<file path="config.mk">
export PLATFORM = sky130hd
export DESIGN_NAME = ttsg_smooth
export DESIGN_NICKNAME = d
export VERILOG_FILES = /design/src/rtl/ttsg_pkg.sv /design/src/rtl/ttsg_smooth.sv
export SDC_FILE = /design/constraint.sdc
export NUM_CORES = 1
export LEC_CHECK = 0
export BUFFER_PORTS_ARGS = -buffer_cell sky130_fd_sc_hd__buf_2
export CAP_MARGIN = 20
export CORE_MARGIN = 5
export CORE_UTILIZATION = 42
export DETAILED_ROUTE_END_ITERATION = 12
export PLACE_DENSITY = 0.8
export SLEW_MARGIN = 20
export SYNTH_ARGS = -nofsm -noshare
export SYNTH_HDL_FRONTEND = slang
export SYNTH_SLANG_ARGS = --single-unit
</file>
<file path="constraint.sdc">
create_clock -name clk -period 3.4 [get_ports clk]
set_clock_uncertainty 0.05 [all_clocks]
set_input_delay 0.85 -clock clk [delete_from_list [all_inputs] [get_ports clk]]
set_output_delay 0.85 -clock clk [all_outputs]
set_load 0.01 [all_outputs]
</file>
<file path="src/rtl/ttsg_pkg.sv">
package ttsg_pkg;

  localparam int CODE_W        = 10;
  localparam int OUT_W         = 8;
  localparam int OUT_MAX       = (1 << OUT_W) - 1;
  localparam int LEVELS_DEF    = 1024;
  localparam int FRAC_BITS_DEF = 16;

  // smoothstep unit: range check, reciprocal partial products, quotient, two multiply stages
  localparam int SMOOTH_LAT    = 5;

endpackage

</file>
<file path="src/rtl/ttsg_smooth.sv">
module ttsg_smooth import ttsg_pkg::*; #(
  parameter int FRAC_BITS = FRAC_BITS_DEF,
  parameter int E0        = 0,
  parameter int E1        = 1
) (
  input  logic                 clk,
  input  logic                 en,
  input  logic [FRAC_BITS+1:0] x,
  output logic [FRAC_BITS+1:0] y
);

  localparam int QW = FRAC_BITS + 2;
  localparam int SW = 2 * QW + 2;
  localparam int D  = E1 - E0;
  localparam int DW = $clog2(D + 1);
  localparam int NW = DW + FRAC_BITS;
  localparam int S  = NW + DW;
  localparam int MW = NW + 2;
  localparam int LH = MW / 2;
  localparam int HW = MW - LH;

  localparam logic [S+1:0]   RECIP_W = (((S+2)'(1) << S) + (S+2)'(D) - (S+2)'(1)) / (S+2)'(D);
  localparam logic [MW-1:0]  RECIP   = MW'(RECIP_W);
  localparam logic [LH-1:0]  R_LO    = RECIP[LH-1:0];
  localparam logic [HW-1:0]  R_HI    = RECIP[MW-1:LH];

  localparam logic [NW-1:0]  H_C   = NW'(D / 2);
  localparam logic [QW-1:0]  ONE   = QW'(1) << FRAC_BITS;
  localparam logic [QW-1:0]  THREE = QW'(3) << FRAC_BITS;
  localparam logic [SW-1:0]  HALF  = SW'(1) << (FRAC_BITS - 1);

  logic             lo_c, hi_c;
  logic [NW-1:0]    num_c, num1;
  logic             lo1, hi1, lo2, hi2, lo3, hi3, lo4, hi4;
  logic [NW+LH-1:0] pl2;
  logic [NW+HW-1:0] ph2;
  logic [QW-1:0]    t_c, t3, tt_c, tt4, t4, sc_c;

  // numerator (x-E0)*2^F + D/2, zero outside the ramp
  always_comb begin
    lo_c  = (x <= QW'(E0));
    hi_c  = (x >= QW'(E1));
    num_c = (lo_c || hi_c) ? '0 : (NW'(x - QW'(E0)) << FRAC_BITS) + H_C;
  end

  always_ff @(posedge clk) begin
    if (en) begin
      num1 <= num_c;
      lo1  <= lo_c;
      hi1  <= hi_c;
    end
  end

  // reciprocal split in two halves to keep each multiplier narrow
  always_ff @(posedge clk) begin
    if (en) begin
      pl2 <= (NW+LH)'(num1) * (NW+LH)'(R_LO);
      ph2 <= (NW+HW)'(num1) * (NW+HW)'(R_HI);
      lo2 <= lo1;
      hi2 <= hi1;
    end
  end

  // floor(N/D) is exact: N*(RECIP*D - 2^S) stays below 2^S
  always_comb begin
    logic [NW+MW-1:0]  prod;
    logic [FRAC_BITS:0] q;
    prod = ((NW+MW)'(ph2) << LH) + (NW+MW)'(pl2);
    q    = prod[S +: FRAC_BITS+1];
    t_c  = (QW'(q) > ONE) ? ONE : QW'(q);
  end

  always_ff @(posedge clk) begin
    if (en) begin
      t3  <= t_c;
      lo3 <= lo2;
      hi3 <= hi2;
    end
  end

  always_comb begin
    logic [SW-1:0] p;
    p    = SW'(t3) * SW'(t3) + HALF;
    tt_c = p[FRAC_BITS +: QW];
  end

  always_ff @(posedge clk) begin
    if (en) begin
      tt4 <= tt_c;
      t4  <= t3;
      lo4 <= lo3;
      hi4 <= hi3;
    end
  end

  always_comb begin
    logic [SW-1:0] p;
    p    = SW'(tt4) * SW'(THREE - (t4 << 1)) + HALF;
    sc_c = p[FRAC_BITS +: QW];
  end

  always_ff @(posedge clk) begin
    if (en) begin
      if (lo4) begin
        y <= '0;
      end else if (hi4) begin
        y <= ONE;
      end else begin
        y <= sc_c;
      end
    end
  end

endmodule

</file>
After elaboration in Yosys (flattened, before gate mapping):

Index checks and enable logic that the tools add are counted.

* register bits: 114
* output and inout bits: 18
* logic and storage cells: 28
* input port bits: 20

* reduce and logical (&&, ||, !) cells: 2
* $lt $le $gt $ge: 3
* muxes and demuxes: 1
* $mul: 2
* add/sub/neg operators: 3

Operators with widths (count)
* $add 34x16->34 const B: 2
* $mul 18x18->34: 1
* $mul 19x20->34: 1
* $sub 18x19->20 const A: 1
* $ge 18x1->1 const B: 1
* $le 18x1->1 const B: 1
* $gt 17x17->1 const B: 1
* $mux 17: 1
* $reduce_or 2->1: 1
* $logic_or 1x1->1: 1

Longest topological paths before layout:

* depth after elaboration: 4
* mapped depth: 3
* gate-level depth less buffers: 3

Worst setup path before layout:

OpenSTA, ideal clock, no wires.

* kind: input -> register
* start: input x[3]
* end: register hi1, data pin
* path buffers: 0
* data arrival time: 1.718 ns
* data required time: 3.085 ns
* setup time: 0.265 ns
* stages on the path: 2
* setup slack: 1.367 ns
* cell sequence: or4_4 or3_1

* cells in the longest elaborated chain, start to end: 1

Ends and longest elaborated chain
* start, declared: RTL line ttsg_smooth.sv:8 `input logic [FRAC_BITS+1:0] x,`
* $ge 18x1->1: RTL line ttsg_smooth.sv:42 `hi_c = (x >= QW'(E1));`
* net hi_c: RTL line ttsg_smooth.sv:32 `logic lo_c, hi_c;`
* end signal, assigned: RTL line ttsg_smooth.sv:50 `hi1 <= hi_c;`
* end, declared: RTL line ttsg_smooth.sv:34 `logic lo1, hi1, lo2, hi2, lo3, hi3, lo4, hi4;`

The timed path passes the listed nets, and every way through them passes these cells.
A chain may end at the register's enable or synchronous reset.

Worst setup path after layout:

Same ends and word-level chain as after synthesis.

==> flow_summary.ini <==
[status]
status = finished clean

[synthesis]
synth_cells = 42
synth_ff_type = edfxtp_1
syn_area_per_cell_um2 = 13.9
yosysMostFrequentCell = buf_4
yosys-top-cells-area = edfxtp_1, buf_4, nor4_1
ys_async_sr_fraction_pct = 0
synth_area_um2 = 582
yosys_warnings = 0
ys_seq_area_share_pct = 67.1
synthTopCellsByCount = buf_4, edfxtp_1, nor2_1, nor4_1, nand2_1
ys_types = 9
synth_top_area_share_pct = 67.1
synth_seq_cells = 13
yosysTopAreaCell = edfxtp_1
synth_edf_count = 13

[pwr]
intPower_w = 0.000241
irDropWorstVdd_mv = 0.258
p_comb_share_pct = 8.3
p_leak_nw = 0.290
p_clk_share_pct = 30.2
power_w = 0.000307
seqPwrFrac_pct = 61.4
sw_frac_of_total_pct = 21.4
switchingPower_w = 0.0000657
pwr_density_cell_mw_per_mm2 = 463

[floorplanning]
ioPinCount = 38
fp-row-count = 13
die_width_um = 47.2
die-area_mm2 = 0.00223
coreArea_mm2 = 0.00130
die_h_um = 47.2
initial_utilization_pct = 44.7

[route]
via_count = 336
remaining_drc_errors = 0
wl_per_cell_um = 10.9
drt-pass1-iter-count = 3
vias_per_cell = 4.15
postRouteAntennaNets = 0
wl_um = 881
drtIter0Drc = 1

[place]
placed_area_um2 = 637
port_buffers = 20
dp_hpwl_um = 692
dp_slack_ns = 1.25
gp_congestion = 0.605

[global_routing]
grt_pass1_vias = 344
grt_util_all_layers_pct = 9.26
grt_pass1_wl_um = 1260
antenna_found_initial = 0
gr-total-overflow = 0
grt_max_degree = 14

[sta]
drv_slew = 0
clock.fmax_mhz = 537
setup_slack_ns = 1.54
fin_crit_ns = 1.86
setup_viol = 0
finalHoldViolations = 0
finalSetupTns_ns = 0
rsz0062_at_grt = no
period_share_pct = 54.7

[flow_run]
maxCapViolCount = 0

[clock_tree]
cts_num_sinks = 13
cts_buffer_depth = 2
cts_tree = done
cts.repair.resized = 0
h-tree-depth = 1
ctsHoldBuffers = 0
cts-root-buf = clkbuf_4
numCtsBuffers = 3
clkTransAtPathRegs_ns = 0.07
post-cts-setup-buffers = 0
worstSkewPairLatency_ns = 0.27

[cells_and_area]
antennaDiodeCount = 0
nNetsFinal = 87
drive_gt1_share_pct = 36.4
final_area_um2 = 663
synthToLayoutAreaGrowth_pct = 14.0

[setup_path]
startpoint_type = input port
cp-end-kind = register
crit_fanout = 2
crit_slowest_cell = or4_4
critical_path_class = input port to register
arrival_ns = 1.84
cp_cell_sequence = buf_2, or4_4, or3_1
cp.required_ns = 3.38
cpPeakStageDelay_ns = 0.52

[worst_hold_path]
hold_path_class = register to register
## per-stage QoR
step	hold slack (ns)	utilization [%]	std cells
after global placement	0.353	48.9	77
after floorplan	0.350	-	59
after CTS	0.375	51.0	81
after detailed placement	0.357	48.9	77
after global routing	0.384	51.0	81
final	0.374	51.0	81
## state kept, by name, summed over array words and instances, names as in the netlist
signal  count
ph2         1
t3          1
y           1
lo3         1
hi3         1
num1        1
hi4         1
lo1         1
tt4         1
hi1         1
hi2         1
lo2         1
lo4         1
## final timing paths
kind | slack (ns) | from | cells past startpoint | to
hold reg to reg | 0.37 | hi1$_DFFE_PP_ | 0 | hi2$_DFFE_PP_
setup / recovery | 1.54 | x[3] | 3 | hi1$_DFFE_PP_
hold / removal | 0.37 | hi1$_DFFE_PP_ | 0 | hi2$_DFFE_PP_
setup reg to reg | 2.58 | hi4$_DFFE_PP_ | 2 | y[16]$_SDFFCE_PP0P_
## cells by family after synthesis
family	share of synthesized area, %
flops	67.1
buf+inv	21.9
simple gates	10.3
other cells	0.645
## layout make-up
| type | count | area, um2 |
|---|---|---|
| flip-flops and latches | 13 | 390 |
| repair buffers | 20 | 100 |
| multi-input cells | 29 | 128 |
| fillers | 126 | 638 |
| well taps | 15 | 18.8 |
| clock buffers | 4 | 26.3 |
## per-layer routing
layer	track usage [%]	up-vias	wire, um
met5	0	-	0
met4	8.29	0	31
met3	6.51	4	139
met2	14.4	28	408
met1	7.66	144	301
li1	-	160	-
## placed cells by master (no fill, tap or decap)
cell type  instances
buf_2             20
conb_1            18
edfxtp_1          13
nor2_1             3
nor4_1             3
clkbuf_4           3
nand2_1            2
or4_4              1
nor3_1             1
or3_1              1
clkbuf_1           1
## power by group through the flow
stage	Combinational, W	Clock [W]	Sequential [W]
after floorplan	0.0000248	0	0.000192
after global placement	0.0000241	0	0.000192
after detailed placement	0.0000249	0	0.000193
after CTS	0.0000249	0.0000969	0.000189
after global routing	0.0000287	0.000103	0.000189
final	0.0000256	0.0000928	0.000189
## critical path, delay by kind of cell
kind	cells	cell delay, ns
buf+inv	1	0.09
simple gates	2	0.89
(Power assumes the default switching activity.)
